**config.mk**
```make
export PLATFORM = sky130hd
export DESIGN_NAME = wwvb_time_code_encoder
export DESIGN_NICKNAME = d
export VERILOG_FILES = /design/src/design/wwvb_pkg.sv /design/src/design/wwvb_time_code_encoder.sv
export SDC_FILE = /design/constraint.sdc
export NUM_CORES = 1
export LEC_CHECK = 0
export BUFFER_PORTS_ARGS = -buffer_cell sky130_fd_sc_hd__clkbuf_2
export CAP_MARGIN = 10
export CORE_MARGIN = 2
export CORE_UTILIZATION = 30
export DETAILED_ROUTE_END_ITERATION = 7
export PLACE_DENSITY_LB_ADDON = 0.05
export RECOVER_POWER = 50
export SLEW_MARGIN = 20
export SYNTH_ARGS = -nofsm -noshare
export SYNTH_HDL_FRONTEND = slang
export SYNTH_SLANG_ARGS = --single-unit
```
**constraint.sdc**
```tcl
create_clock -name i_clk -period 12.4 [get_ports i_clk]
set_clock_uncertainty 0.15 [all_clocks]
set_input_delay 1.86 -clock i_clk [delete_from_list [all_inputs] [get_ports i_clk]]
set_output_delay 1.86 -clock i_clk [all_outputs]
set_load 0.02 [all_outputs]
```
**src/design/wwvb_pkg.sv**
```systemverilog
// Package: field widths, frame layout, symbol durations and divide constants for the WWVB encoder.
package wwvb_pkg;

    // Input field widths
    localparam int MinW  = 6;
    localparam int HourW = 5;
    localparam int YdayW = 9;
    localparam int YearW = 14;

    // Output field widths
    localparam int SecW = 6;
    localparam int MsW  = 10;

    // Frame and digit geometry
    localparam int FrameW = 60;
    localparam int DigitW = 4;
    localparam int RemW   = 7;

    // Bit positions of the least significant digit of each field
    localparam int MinPos   = 59 - 8;
    localparam int HourPos  = 59 - 18;
    localparam int YdayPos  = 59 - 33;
    localparam int YearPos  = 59 - 53;
    localparam int LeapPos  = 59 - 55;
    localparam int DstNPos  = 59 - 57;
    localparam int DstTPos  = 59 - 58;

    // Symbol durations in ms
    localparam logic [MsW-1:0] MarkerMs = 10'd800;
    localparam logic [MsW-1:0] OneMs    = 10'd500;
    localparam logic [MsW-1:0] ZeroMs   = 10'd200;

    localparam logic [SecW-1:0] LastSec = 6'd59;

    // Reciprocal constants for divide by 10 and by 100
    localparam int Rcp10     = 205;
    localparam int Rcp10Sh   = 11;
    localparam int Rcp100Y   = 41;
    localparam int Rcp100YSh = 12;
    localparam int Rcp100L   = 5243;
    localparam int Rcp100LSh = 19;

endpackage

```
**src/design/wwvb_time_code_encoder.sv**
```systemverilog
// When idle, an accepted word is registered in stages 1 to 4 and then in the symbol shifter, which gives second 0.
// Each time word yields 60 symbol words, one per cycle while m_axis_tready is high; later words wait in the pipeline.
// The next minute's frame waits at the end of the 4-stage pipeline and is loaded into
// the symbol shifter at the edge that accepts the second-59 word, so symbols run gap-free.
// Reset (i_rst_n low, synchronous) clears all valid bits and the symbol counters.
module wwvb_time_code_encoder import wwvb_pkg::*; (
    input  logic        i_clk,
    input  logic        i_rst_n,
    input  logic        s_axis_tvalid,
    output logic        s_axis_tready,
    // [5:0] minute, [10:6] hour, [19:11] day_of_year, [33:20] full_year,
    // [34] dst_today, [35] dst_tomorrow, [39:36] zero
    input  logic [39:0] s_axis_tdata,
    output logic        m_axis_tvalid,
    input  logic        m_axis_tready,
    // [5:0] second_index, [15:6] low_duration_ms
    output logic [15:0] m_axis_tdata,
    output logic        m_axis_tlast
);

    // Input field unpack
    logic [MinW-1:0]  w_min;
    logic [HourW-1:0] w_hour;
    logic [YdayW-1:0] w_yday;
    logic [YearW-1:0] w_year;
    assign w_min  = s_axis_tdata[5:0];
    assign w_hour = s_axis_tdata[10:6];
    assign w_yday = s_axis_tdata[19:11];
    assign w_year = s_axis_tdata[33:20];

    // Stage enables (ready chain)
    logic en1, en2, en3, en4, ser_adv, ser_take;
    logic r_v1, r_v2, r_v3, r_v4;

    // Stage 1: split minute and hour tens, divide day and year by 100
    logic [13:0]       w_min_p;
    logic [12:0]       w_hour_p;
    logic [14:0]       w_yday_p;
    logic [26:0]       w_year_p;
    logic [DigitW-1:0] r_s1_min_t, r_s1_hour_t;
    logic [MinW-1:0]   r_s1_min;
    logic [HourW-1:0]  r_s1_hour;
    logic [YdayW-1:0]  r_s1_yday;
    logic [YearW-1:0]  r_s1_year;
    logic [2:0]        r_s1_yday_q;
    logic [7:0]        r_s1_year_q;
    logic              r_s1_dst_t, r_s1_dst_n;

    assign w_min_p  = 14'(w_min) * 14'(Rcp10);
    assign w_hour_p = 13'(w_hour) * 13'(Rcp10);
    assign w_yday_p = 15'(w_yday) * 15'(Rcp100Y);
    assign w_year_p = 27'(w_year) * 27'(Rcp100L);

    always_ff @(posedge i_clk) begin
        if (en1) begin
            r_s1_min_t  <= DigitW'(w_min_p >> Rcp10Sh);
            r_s1_hour_t <= DigitW'(w_hour_p >> Rcp10Sh);
            r_s1_yday_q <= 3'(w_yday_p >> Rcp100YSh);
            r_s1_year_q <= 8'(w_year_p >> Rcp100LSh);
            r_s1_min    <= w_min;
            r_s1_hour   <= w_hour;
            r_s1_yday   <= w_yday;
            r_s1_year   <= w_year;
            r_s1_dst_t  <= s_axis_tdata[34];
            r_s1_dst_n  <= s_axis_tdata[35];
        end
    end

    // Stage 2: remainders, minute and hour ones, leap bit
    logic [DigitW-1:0] r_s2_min_t, r_s2_min_o, r_s2_hour_t, r_s2_hour_o, r_s2_yday_h;
    logic [RemW-1:0]   r_s2_yday_r, r_s2_year_r;
    logic              r_s2_leap, r_s2_dst_t, r_s2_dst_n;
    logic [RemW-1:0]   w_year_r;

    assign w_year_r = RemW'(r_s1_year - YearW'(r_s1_year_q) * YearW'(100));

    always_ff @(posedge i_clk) begin
        if (en2) begin
            r_s2_min_t  <= r_s1_min_t;
            r_s2_min_o  <= DigitW'(r_s1_min - MinW'(r_s1_min_t) * MinW'(10));
            r_s2_hour_t <= r_s1_hour_t;
            r_s2_hour_o <= DigitW'(r_s1_hour - HourW'(r_s1_hour_t) * HourW'(10));
            r_s2_yday_h <= DigitW'(r_s1_yday_q);
            r_s2_yday_r <= RemW'(r_s1_yday - YdayW'(r_s1_yday_q) * YdayW'(100));
            r_s2_year_r <= w_year_r;
            // divisible by 400 when year mod 100 is zero and year/100 is a multiple of 4
            r_s2_leap   <= (r_s1_year[1:0] == 2'd0)
                           && ((w_year_r != '0) || (r_s1_year_q[1:0] == 2'd0));
            r_s2_dst_t  <= r_s1_dst_t;
            r_s2_dst_n  <= r_s1_dst_n;
        end
    end

    // Stage 3: tens of day remainder and two-digit year
    logic [14:0]       w_yday_tp, w_year_tp;
    logic [DigitW-1:0] r_s3_min_t, r_s3_min_o, r_s3_hour_t, r_s3_hour_o, r_s3_yday_h;
    logic [DigitW-1:0] r_s3_yday_t, r_s3_year_t;
    logic [RemW-1:0]   r_s3_yday_r, r_s3_year_r;
    logic              r_s3_leap, r_s3_dst_t, r_s3_dst_n;

    assign w_yday_tp = 15'(r_s2_yday_r) * 15'(Rcp10);
    assign w_year_tp = 15'(r_s2_year_r) * 15'(Rcp10);

    always_ff @(posedge i_clk) begin
        if (en3) begin
            r_s3_min_t  <= r_s2_min_t;
            r_s3_min_o  <= r_s2_min_o;
            r_s3_hour_t <= r_s2_hour_t;
            r_s3_hour_o <= r_s2_hour_o;
            r_s3_yday_h <= r_s2_yday_h;
            r_s3_yday_t <= DigitW'(w_yday_tp >> Rcp10Sh);
            r_s3_year_t <= DigitW'(w_year_tp >> Rcp10Sh);
            r_s3_yday_r <= r_s2_yday_r;
            r_s3_year_r <= r_s2_year_r;
            r_s3_leap   <= r_s2_leap;
            r_s3_dst_t  <= r_s2_dst_t;
            r_s3_dst_n  <= r_s2_dst_n;
        end
    end

    // Stage 4: ones digits and frame assembly
    logic [DigitW-1:0] w_yday_o, w_year_o;
    logic [FrameW-1:0] w_frame, r_s4_frame;

    assign w_yday_o = DigitW'(r_s3_yday_r - RemW'(r_s3_yday_t) * RemW'(10));
    assign w_year_o = DigitW'(r_s3_year_r - RemW'(r_s3_year_t) * RemW'(10));

    always_comb begin
        w_frame = '0;
        w_frame[MinPos +: 4]       = r_s3_min_o;
        w_frame[MinPos + 5 +: 4]   = r_s3_min_t;
        w_frame[HourPos +: 4]      = r_s3_hour_o;
        w_frame[HourPos + 5 +: 4]  = r_s3_hour_t;
        w_frame[YdayPos +: 4]      = w_yday_o;
        w_frame[YdayPos + 5 +: 4]  = r_s3_yday_t;
        w_frame[YdayPos + 10 +: 4] = r_s3_yday_h;
        w_frame[YearPos +: 4]      = w_year_o;
        w_frame[YearPos + 5 +: 4]  = r_s3_year_t;
        w_frame[LeapPos]           = r_s3_leap;
        w_frame[DstNPos]           = r_s3_dst_n;
        w_frame[DstTPos]           = r_s3_dst_t;
    end

    always_ff @(posedge i_clk) begin
        if (en4) begin
            r_s4_frame <= w_frame;
        end
    end

    // Stage 5: symbol shifter and output register
    logic              r_o_valid, r_last;
    logic [SecW-1:0]   r_cnt;
    logic [3:0]        r_unit;
    logic [MsW-1:0]    r_ms;
    logic [FrameW-1:0] r_sh;

    assign ser_adv  = !r_o_valid || m_axis_tready;
    assign ser_take = ser_adv && (!r_o_valid || r_last);

    assign en4 = !r_v4 || ser_take;
    assign en3 = !r_v3 || en4;
    assign en2 = !r_v2 || en3;
    assign en1 = !r_v1 || en2;
    assign s_axis_tready = en1;

    // Advance valid bits through the pipeline
    always_ff @(posedge i_clk) begin
        if (!i_rst_n) begin
            r_v1 <= 1'b0;
            r_v2 <= 1'b0;
            r_v3 <= 1'b0;
            r_v4 <= 1'b0;
        end else begin
            if (en1) r_v1 <= s_axis_tvalid;
            if (en2) r_v2 <= r_v1;
            if (en3) r_v3 <= r_v2;
            if (en4) r_v4 <= r_v3;
        end
    end

    // Load a new frame after second 59 or while the output is empty, else step to the next second
    always_ff @(posedge i_clk) begin
        if (!i_rst_n) begin
            r_o_valid <= 1'b0;
            r_cnt     <= '0;
            r_unit    <= '0;
            r_last    <= 1'b0;
        end else if (ser_take) begin
            r_o_valid <= r_v4;
            r_cnt     <= '0;
            r_unit    <= '0;
            r_last    <= 1'b0;
        end else if (ser_adv) begin
            r_cnt     <= r_cnt + SecW'(1);
            r_unit    <= (r_unit == 4'd9) ? 4'd0 : r_unit + 4'd1;
            r_last    <= (r_cnt == LastSec - SecW'(1));
        end
    end

    always_ff @(posedge i_clk) begin
        if (ser_take) begin
            r_sh <= r_s4_frame;
            r_ms <= MarkerMs;
        end else if (ser_adv) begin
            r_sh <= {r_sh[FrameW-2:0], 1'b0};
            r_ms <= (r_unit == 4'd8) ? MarkerMs : (r_sh[FrameW-2] ? OneMs : ZeroMs);
        end
    end

    assign m_axis_tvalid = r_o_valid;
    assign m_axis_tdata  = {r_ms, r_cnt};
    assign m_axis_tlast  = r_last;

`ifndef SYNTH
    // Seconds count up by one within a frame
    a_sec_step: assert property (@(posedge i_clk) disable iff (!i_rst_n)
        r_o_valid && m_axis_tready && !r_last |=> r_o_valid && (r_cnt == $past(r_cnt) + 6'd1))
        else $error("second index did not advance by one");

    // Last flag marks second 59 only
    a_last: assert property (@(posedge i_clk) disable iff (!i_rst_n)
        r_o_valid |-> (r_last == (r_cnt == LastSec)))
        else $error("last flag out of step with second index");

    // Second zero and seconds ending in nine are markers
    a_marker: assert property (@(posedge i_clk) disable iff (!i_rst_n)
        r_o_valid && (r_cnt == '0 || r_unit == 4'd9) |-> r_ms == MarkerMs)
        else $error("missing marker symbol");

    // A full pipeline with a stalled output refuses input
    a_full: assert property (@(posedge i_clk) disable iff (!i_rst_n)
        r_v1 && r_v2 && r_v3 && r_v4 && r_o_valid && !m_axis_tready |-> !s_axis_tready)
        else $error("input accepted while pipeline full");
`endif

endmodule

```
# Word level (Yosys, flattened, before mapping)
# Cells that the tools add are included.
# W data, S select, Z words.
dict set report totals {
  regBits 227
  inputBits 44
  elab_cells 94
}
dict set report classes {
  add_sub_neg 8
  multipliers 12
  n_eq_ne 3
  mux 5
  bitwise_logic 1
  reduce_logical 19
}
# cell n
set op_table {}
lappend op_table {{$mux W59} 2}
lappend op_table {{$mul A7 B8 Y15 const B} 2}
lappend op_table {{$mul A14 B13 Y27 const B} 1}
lappend op_table {{$sub A4 B4 Y4} 4}
lappend op_table {{$mul A9 B6 Y15 const B} 1}
lappend op_table {{$mul A6 B8 Y14 const B} 1}
lappend op_table {{$sub A7 B7 Y7} 2}
lappend op_table {{$mul A5 B8 Y13 const B} 1}
lappend op_table {{$mux W10} 1}
lappend op_table {{$mux W9} 1}
lappend op_table {{$eq A4 B4 Y1 const B} 2}
lappend op_table {{$mul A4 B3 Y3 const B} 2}
lappend op_table {{$mul A8 B5 Y5 const B} 1}
lappend op_table {{$logic_or A1 B1 Y1} 7}
lappend op_table {{$reduce_bool A7 Y1} 1}
lappend op_table {{$add A6 B1 Y6 const B} 1}
lappend op_table {{$eq A6 B6 Y1 const B} 1}
lappend op_table {{$logic_not A1 Y1} 5}
lappend op_table {{$mul A3 B5 Y5 const B} 1}
lappend op_table {{$add A4 B1 Y4 const B} 1}
lappend op_table {{$logic_not A2 Y1} 2}
lappend op_table {{$mux W4} 1}
lappend op_table {{$mul A2 B3 Y3 const B} 1}
lappend op_table {{$mul A3 B3 Y3 const B} 1}
lappend op_table {{other kinds (4)} 5}

# Depth between registers and ports, before layout
# Gate-level depths: netlist (run 1).
dict set report logic_depth {
  depth_word 7
  mapped_depth 16
  mapped_depth_nobuf 16
}

# Worst setup path after synthesis (run 1)
# No wires, ideal clock.
dict set report synth_timing {
  path_kind {input to register}
  start {input port s_axis_tdata[29]}
  end {register r_s1_year_q[3] (data pin)}
  setup_ps 269
  arrival_time_ps 5788
  required_ps 11981
  path_slack_ps 6192
  path_stages 16
  cell_sequence {fa_1 ha_1 inv_1 fa_1 inv_1 fa_1 inv_1 fa_1 inv_1 ha_1 a211oi_2 nor3b_1 or3_4 o311ai_1 nor4b_2 a2111oi_2}
}
dict set report synth_via {
  elab_chain_cells 1
}
# item line_no
set synth_lines {}
lappend synth_lines {{start: declaration} wwvb_time_code_encoder.sv:13} ;# input logic [39:0] s_axis_tdata,
lappend synth_lines {{$mul A14 B13 Y27} wwvb_time_code_encoder.sv:52} ;# assign w_year_p = 27'(w_year) * 27'(Rcp100L);
lappend synth_lines {{net w_year_p[22]} wwvb_time_code_encoder.sv:39} ;# logic [26:0] w_year_p;
lappend synth_lines {{end signal: assignment} wwvb_time_code_encoder.sv:59} ;# r_s1_year_q <= 8'(w_year_p >> Rcp100LSh);
lappend synth_lines {{end: declaration} wwvb_time_code_encoder.sv:46} ;# logic [7:0] r_s1_year_q;
# The timed path passes the listed nets, and every way through them passes these cells.
# A chain may end at the register's enable or synchronous reset.

# Final worst setup path (run 1)
dict set report layout_timing {
  start {input port m_axis_tready}
  end {output port s_axis_tready}
}
dict set report layout_via {
  elab_chain_cells 6
}
# item line_no
set layout_lines {}
lappend layout_lines {{start: declaration} wwvb_time_code_encoder.sv:15} ;# input logic m_axis_tready,
lappend layout_lines {{$logic_or A1 B1 Y1} wwvb_time_code_encoder.sv:157} ;# assign ser_adv = !r_o_valid || m_axis_tready;
lappend layout_lines {{$logic_and A1 B1 Y1} wwvb_time_code_encoder.sv:158} ;# assign ser_take = ser_adv && (!r_o_valid || r_last);
lappend layout_lines {{$logic_or A1 B1 Y1} wwvb_time_code_encoder.sv:160} ;# assign en4 = !r_v4 || ser_take;
lappend layout_lines {{$logic_or A1 B1 Y1} wwvb_time_code_encoder.sv:161} ;# assign en3 = !r_v3 || en4;
lappend layout_lines {{$logic_or A1 B1 Y1} wwvb_time_code_encoder.sv:162} ;# assign en2 = !r_v2 || en3;
lappend layout_lines {{$logic_or A1 B1 Y1} wwvb_time_code_encoder.sv:163} ;# assign en1 = !r_v1 || en2;
lappend layout_lines {{end: declaration} wwvb_time_code_encoder.sv:10} ;# output logic s_axis_tready,
# No other way between the ends.

==> results of run 1 <==
## layer usage
layer  up-vias  part of all wire, %  GRT usage, %
met5         -                    0             0
met4         0                  2.2          2.58
met3        34                  2.3          1.22
met2        74                   45          17.3
met1      3613                   50          14.8
li1       3914                    -             -
## registers in the layout, summed over array words and instances, names as in the netlist, 5 cells and up
name         count
r_s1_yday        7
r_cnt            6
r_s1_year        7
r_sh            58
r_ms             5
r_s2_year_r      7
r_s2_yday_r      7
r_s4_frame      35
r_s1_year_q      5
## layout by cell type, fill, tap and decap left out, types with 3 or more instances in the layout
cell                        instances
sky130_fd_sc_hd__nand2_1           15
sky130_fd_sc_hd__o21ai_1            3
sky130_fd_sc_hd__and3_1             4
sky130_fd_sc_hd__o21ai_0            9
sky130_fd_sc_hd__edfxtp_1         198
sky130_fd_sc_hd__o21a_1            10
sky130_fd_sc_hd__clkbuf_2          18
sky130_fd_sc_hd__and2_0            12
sky130_fd_sc_hd__xor2_1            15
sky130_fd_sc_hd__a211oi_1           4
sky130_fd_sc_hd__a21o_1             8
sky130_fd_sc_hd__and2_1            14
sky130_fd_sc_hd__inv_1            239
sky130_fd_sc_hd__nand3_1            8
sky130_fd_sc_hd__nor2_1            26
sky130_fd_sc_hd__a21oi_1           25
sky130_fd_sc_hd__nor3_1             5
sky130_fd_sc_hd__clkinv_1           5
sky130_fd_sc_hd__nand4_1            4
sky130_fd_sc_hd__o311ai_1           3
sky130_fd_sc_hd__dfxtp_1           21
sky130_fd_sc_hd__nand2b_1           3
sky130_fd_sc_hd__mux2_2            33
sky130_fd_sc_hd__ha_1             246
sky130_fd_sc_hd__fa_1              95
sky130_fd_sc_hd__bufinv_16          4
sky130_fd_sc_hd__clkbuf_16         26
sky130_fd_sc_hd__xnor2_1           35
sky130_fd_sc_hd__clkbuf_1          42
sky130_fd_sc_hd__buf_4              3
sky130_fd_sc_hd__clkinv_2           6
sky130_fd_sc_hd__nor3b_1            3
sky130_fd_sc_hd__nor2b_1            7
sky130_fd_sc_hd__or2_2              4
## final cells by class
cell class / instances / area (sq um) / share of cell area, %
Tap cell: 615 / 769 / 4.72
Inverter: 239 / 897 / 5.50
Timing Repair Buffer: 61 / 263 / 1.61
Clock inverter: 18 / 201 / 1.24
Sequential cell: 219 / 6370 / 39.1
Clock buffer: 28 / 658 / 4.04
Multi-Input combinational cell: 637 / 7150 / 43.8
## power by group through the flow
stage | Combinational (uW) | Clock (uW) | Sequential (uW)
6_report | 1870 | 766 | 1160
5_1_grt | 2260 | 825 | 1190
4_1_cts | 1940 | 799 | 1170
3_5_place_dp | 1910 | 0 | 1180
3_3_place_gp | 1920 | 0 | 1180
2_1_floorplan | 1490 | 0 | 1150
## worst min path at each step
stage	cells after the start	from	slack [ns]	end
finish	0	r_s3_year_t[3]	0.26	r_s4_frame[14]
global route	0	r_s3_hour_o[0]	0.27	r_s4_frame[41]
CTS	0	r_s3_year_t[3]	0.26	r_s4_frame[14]
detailed placement	0	r_s2_yday_h[1]	0.25	r_s3_yday_h[1]
global placement	0	r_s2_hour_o[2]	0.25	r_s3_hour_o[2]
floorplan	0	r_s1_dst_n	0.25	r_s2_dst_n
## metrics by stage
step | util, % | instance area, sq um | hold WS (ns) | total power, uW
floorplan | - | 14500 | 0.250 | 2640
global placement | 32.5 | 15500 | 0.253 | 3100
detailed placement | 32.5 | 15500 | 0.255 | 3090
CTS | 34.3 | 16400 | 0.260 | 3900
global route | 34.2 | 16300 | 0.266 | 4280
finish | 34.2 | 16300 | 0.262 | 3800
## logic make-up after synthesis
logic type / Yosys count / share of synthesized area [%]
AOI/OAI and AO/OA: 92 / 4.53
adders and majority gates: 341 / 34.4
xor gates and xnor gates: 50 / 3.03
muxes: 34 / 2.65
DFF: 219 / 44.0
other: 1 / 0.0259
and+or+nand+nor: 118 / 4.58
buffers and inverters: 254 / 6.73
==> qor.yml, run 1 <==
synth_area_leader_cell: "sky130_fd_sc_hd__edfxtp_1"
first_global_vias: 8202
worst-endpoint-arrival_ns: 5.17
critical_path.max_stage_delay_ns: 2.06
tritoncts: "built"
cts_hold_buf: 0
drtIter0Drc: 230
run_status: "finished with violations"
clk_pwr_share_pct: 20.1
crit_path_cell_trace: "clkbuf_1 -> a21boi_4 -> clkbuf_1 -> and3_1 -> nand3_2 -> clkbuf_2"
endpoint: "s_axis_tready"
power_switching_share_pct: 36.0
number_of_flip_flops_and_latches_in_the_synthesized_netlist: 219
post-route-drc-count: 0
antenna_found_initial: 0
async_flop_share_pct: 0
cts.repair_timing.setup_buffer_count: 0
power-per-cell-area_nw_per_um2: 233
startpoint: "m_axis_tready"
cts_buffers: 26
final_layout_size_suffix_gt1_share_pct: 9.32
hp-class: "reg2reg"
clock_pin_transition_on_the_worst_setup_and_hold_timing_paths_ns: 0.06
numPlacedInstances: 1771
reg2reg_depth: 4
final.period_utilization_pct: 57.9
post_synth_most_frequent_cells: "246 x sky130_fd_sc_hd__ha_1, 238 x sky130_fd_sc_hd__inv_1, 198 x sky130_fd_sc_hd__edfxtp_1"
timing.max_cap.violations: 2
setup_crit_path_kind: "in2out"
numClockSinks: 219
rsz_0062_raised_after_global_routing: "no"
worstSetupEndpointType: "output port"
ir_drop_worst_case_vdd_mv: 0.107
post-synth-top-count-cell: "sky130_fd_sc_hd__ha_1"
synth_edf_count: 198
nFillCells: 4753
synth_top_area_share_pct: 41.1
rows: 80
gp_congestion: 0.734
cts-resized-gates: 0
setup.reg_to_reg.worst_slack_ns: 8.02
power.share.sequential_pct: 30.5
grt-ovfl-total: 0
slew_viol_final: 100
critical_path.reg2reg.endpoint: "r_s4_frame[2]"
worstPathBufferInverterCount: 3
p_switching_uw: 1370
crit_path_top_delay_cell: "sky130_fd_sc_hd__clkbuf_1"
p_comb_share_pct: 49.3
core_area_sq_um: 47600
grtUsageTotal_pct: 10.5
drtPass1Iterations: 4
synth_cell_type_count: 58
post-dp-hpwl_microns: 18900
fmax_mhz: 139
design.die.area_sq_um: 50000
leakagePower_uw: 0.00753
finalWirelength_microns: 24900
sequential_element_share_of_the_synthesized_area_pct: 44.0
cp_max_fo: 63
synth.area.top_cells: "sky130_fd_sc_hd__edfxtp_1 41%, sky130_fd_sc_hd__ha_1 21%, sky130_fd_sc_hd__fa_1 13%"
final_antenna_net_count: 0
startpoint_type: "primary input"
required_time_of_the_worst_setup_path_ns: 10.39
layout.nets: 1569
r2r-start: "m_axis_tvalid"
total_inserted_antenna_cells: 0
hold_viol: 0
cts-root-to-sink-buffers: 3
die_boundary_height_microns: 224
setup_violations: 0
critPathTopFamily: "buffers and inverters"
ios: 63
violations: "capacitance limit, slew limit"
layout.cells.non_filler: 1817
start_util_pct: 30.4
timing_worst_slew_pin_value_ns: 2.91
ys_dominant_reg_cell: "sky130_fd_sc_hd__edfxtp_1"
grt_start_max_net_pins: 64
routed_wire_length_per_instance_microns: 13.7
timing.final.crit_period_ns: 7.18
pre_cts_setup_slack_ns: 5.63
worst_slew_margin_rel_pct: -94.3
syn_to_final_growth_pct: 12.7
syn-instance-count: 1109
layout_setup_ws_ns: 5.22
vias_per_cell: 4.20
numPortBuffers: 56
synth.cell_area_sq_um: 14500
vias: 7635
first_pass_grt_wire_length_microns: 42500
internal_power_uw: 2430
cts_root_buf: "sky130_fd_sc_hd__clkbuf_16"
die_x_microns: 224
yosysWarnings: 0
clock_insertion_delay_worst_skew_ns: 0.53
crit_path_depth: 6
cell_repeated_most_along_the_worst_path: "sky130_fd_sc_hd__clkbuf_1"
synthesis.area_per_instance_sq_um: 13.0
tns_ns: 0
cts_htree_levels: 1
(Power assumes the default switching activity.)
==> run 2: changes to the inputs <==
==> constraint.sdc (replaced) <==
create_clock -name i_clk -period 7.4 [get_ports i_clk]
set_clock_uncertainty 0.15 [all_clocks]
set_input_delay 1.11 -clock i_clk [delete_from_list [all_inputs] [get_ports i_clk]]
set_output_delay 1.11 -clock i_clk [all_outputs]
set_load 0.02 [all_outputs]
==> run 2 against run 1 <==
Compared with the run above: the flow still finishes with violations (capacitance limit, slew limit); clock-buffer cell count increased by 12; register-to-register slack got worse by 5.3 ns; sequential share of layout area increased by 0.11 points; core utilization decreased by 0.097 points; die area unchanged; critical path depth unchanged; non-clock buffer count unchanged.
==> qor.yml, run 2 (synthesis results as in run 1) <==
design.die.area_sq_um: 50000  # unchanged
finalWirelength_microns: 24700  # -0.61%
cell_repeated_most_along_the_worst_path: "sky130_fd_sc_hd__clkbuf_1"
total_inserted_antenna_cells: 0  # unchanged
timing.final.crit_period_ns: 5.71
start_util_pct: 30.4  # unchanged
numPortBuffers: 56  # unchanged
rows: 80  # unchanged
grt_start_max_net_pins: 64  # unchanged
ir_drop_worst_case_vdd_mv: 0.183  # +71%
whs_ns: 0.262  # +0.0000310 ns
final_antenna_net_count: 0  # unchanged
crit_path_cell_trace: "clkbuf_1 -> a21boi_4 -> clkbuf_1 -> and3_1 -> nand3_2 -> clkbuf_2"
placed_cell_area_sq_um: 15500  # unchanged
hold_viol: 0  # unchanged
final_common_cell: "sky130_fd_sc_hd__ha_1"
layout_setup_ws_ns: 1.69  # -3.53 ns
leakagePower_uw: 0.00750  # -0.40%
clock_pin_transition_on_the_worst_setup_and_hold_timing_paths_ns: 0.05  # about the same
fmax_mhz: 175
timing.max_cap.violations: 2  # unchanged
core_area_sq_um: 47600  # unchanged
antenna_found_initial: 0  # unchanged
startpoint_type: "primary input"
setup_violations: 0  # unchanged
grt-ovfl-total: 0  # unchanged
cts-root-to-sink-buffers: 3  # unchanged
layout.nets: 1570  # +0.064%
worst_slew_margin_rel_pct: -93.6  # +0.67 points
critical_path.max_stage_delay_ns: 2.05  # about the same
final.period_utilization_pct: 77.2
drtPass1Iterations: 4  # unchanged
max_ffs_per_register: 58  # unchanged
numPlacedInstances: 1771  # unchanged
worst-endpoint-arrival_ns: 4.45  # -0.72 ns
ios: 63  # unchanged
die_boundary_height_microns: 224  # unchanged
cts-resized-gates: 0  # unchanged
nFillCells: 4787  # +0.72%
crit_path_top_delay_cell: "sky130_fd_sc_hd__clkbuf_1"
cp_max_fo: 63  # unchanged
cts_hold_buf: 0  # unchanged
numClockSinks: 219  # unchanged
hp-class: "reg2reg"
post-dp-hpwl_microns: 18900  # about the same
max_flop_register: "r_sh"
drtIter0Drc: 248  # +7.8%
timing_worst_slew_pin_value_ns: 2.90  # -0.0101 ns
rsz_0062_raised_after_global_routing: "no"
cts_buffers: 27  # +3.8%
biggestRegsByFlops: "r_sh (58), r_s4_frame (35)"
slew_viol_final: 99  # -1.0%
clock_insertion_delay_worst_skew_ns: 0.52  # about the same
power-per-cell-area_nw_per_um2: 387  # +66%
die_x_microns: 224  # unchanged
postLayoutCellArea_sq_um: 16300  # -0.28%
routed_wire_length_per_instance_microns: 13.6  # -0.66%
run_status: "finished with violations"
cts_root_buf: "sky130_fd_sc_hd__clkbuf_16"
first_global_vias: 8351  # +1.8%
gp_congestion: 0.738  # +0.59%
tns_ns: 0  # unchanged
final_layout_size_suffix_gt1_share_pct: 8.89  # -0.42 points
tritoncts: "built"
vias: 7734  # +1.3%
vias_per_cell: 4.25  # +1.2%
first_pass_grt_wire_length_microns: 42500  # +0.15%
violations: "capacitance limit, slew limit"
required_time_of_the_worst_setup_path_ns: 6.14  # -4.25 ns
grtUsageTotal_pct: 10.5  # about the same
cts_htree_levels: 1  # unchanged
most-common-layout-cells: "246 x sky130_fd_sc_hd__ha_1, 239 x sky130_fd_sc_hd__inv_1, 198 x sky130_fd_sc_hd__edfxtp_1"
cts.repair_timing.setup_buffer_count: 0  # unchanged
syn_to_final_growth_pct: 12.4
worstSetupEndpointType: "output port"
setup_crit_path_kind: "in2out"
layout.cells.non_filler: 1818  # +0.055%
pre_cts_setup_slack_ns: 1.38  # -4.26 ns
post-route-drc-count: 0  # unchanged
[run 2: changes by cell type in the layout (fill, tap and decap cells not counted), sizes merged]
cell	delta
bufinv	-3
clkinv	-8
inv	+1
clkinvlp	-1
clkbuf	+12
[run 2: critical path: cells and delay by family]
family / cells / cell delay (ns)
and+or+nand+nor: 2 / 0.73
AOI/OAI and AO/OA: 1 / 0.16
buffers and inverters: 3 / 2.41
[run 2: area by class of cell]
cell class                      count  area (sq um)  share of cell area [%]
Inverter                          239           897                    5.52
Clock inverter                      7          62.6                   0.385
Multi-Input combinational cell    637          7150                    44.0
Sequential cell                   219          6370                    39.2
Tap cell                          615           769                    4.73
Timing Repair Buffer               61           259                    1.59
Clock buffer                       40           754                    4.64
[run 2: layer usage]
metal  part of all wire, %  global-route usage [%]  routed length, microns
met3                   2.3                    1.23                     557
met5                     0                       0                       0
met1                    50                    14.8                   12400
met4                   2.2                    2.75                     541
met2                    45                    17.1                   11200
[run 2: final timing paths]
kind | from | endpoint | slack (ns) | cells after the start
hold / removal | r_s1_yday[1] | r_s2_yday_r[1] | 0.26 | 0
hold reg to reg | r_s1_yday[1] | r_s2_yday_r[1] | 0.26 | 0
setup reg to reg | m_axis_tvalid | r_s4_frame[44] | 2.76 | 4
setup / recovery | m_axis_tready | s_axis_tready | 1.69 | 6
[run 2: power by group]
part	internal, uW	switching [uW]	total (uW)
Sequential	1810	134	1950
Combinational	1480	1660	3130
Clock	733	482	1220
Total	4020	2270	6300
[run 2: stage by stage]
| step | utilization [%] | power (uW) |
|---|---|---|
| 6_report | 34.1 | 6300 |
| 5_1_grt | 34.1 | 7090 |
| 4_1_cts | 34.2 | 6470 |
| 3_5_place_dp | 32.5 | 5170 |
| 3_3_place_gp | 32.5 | 5200 |
| 2_1_floorplan | - | 4420 |
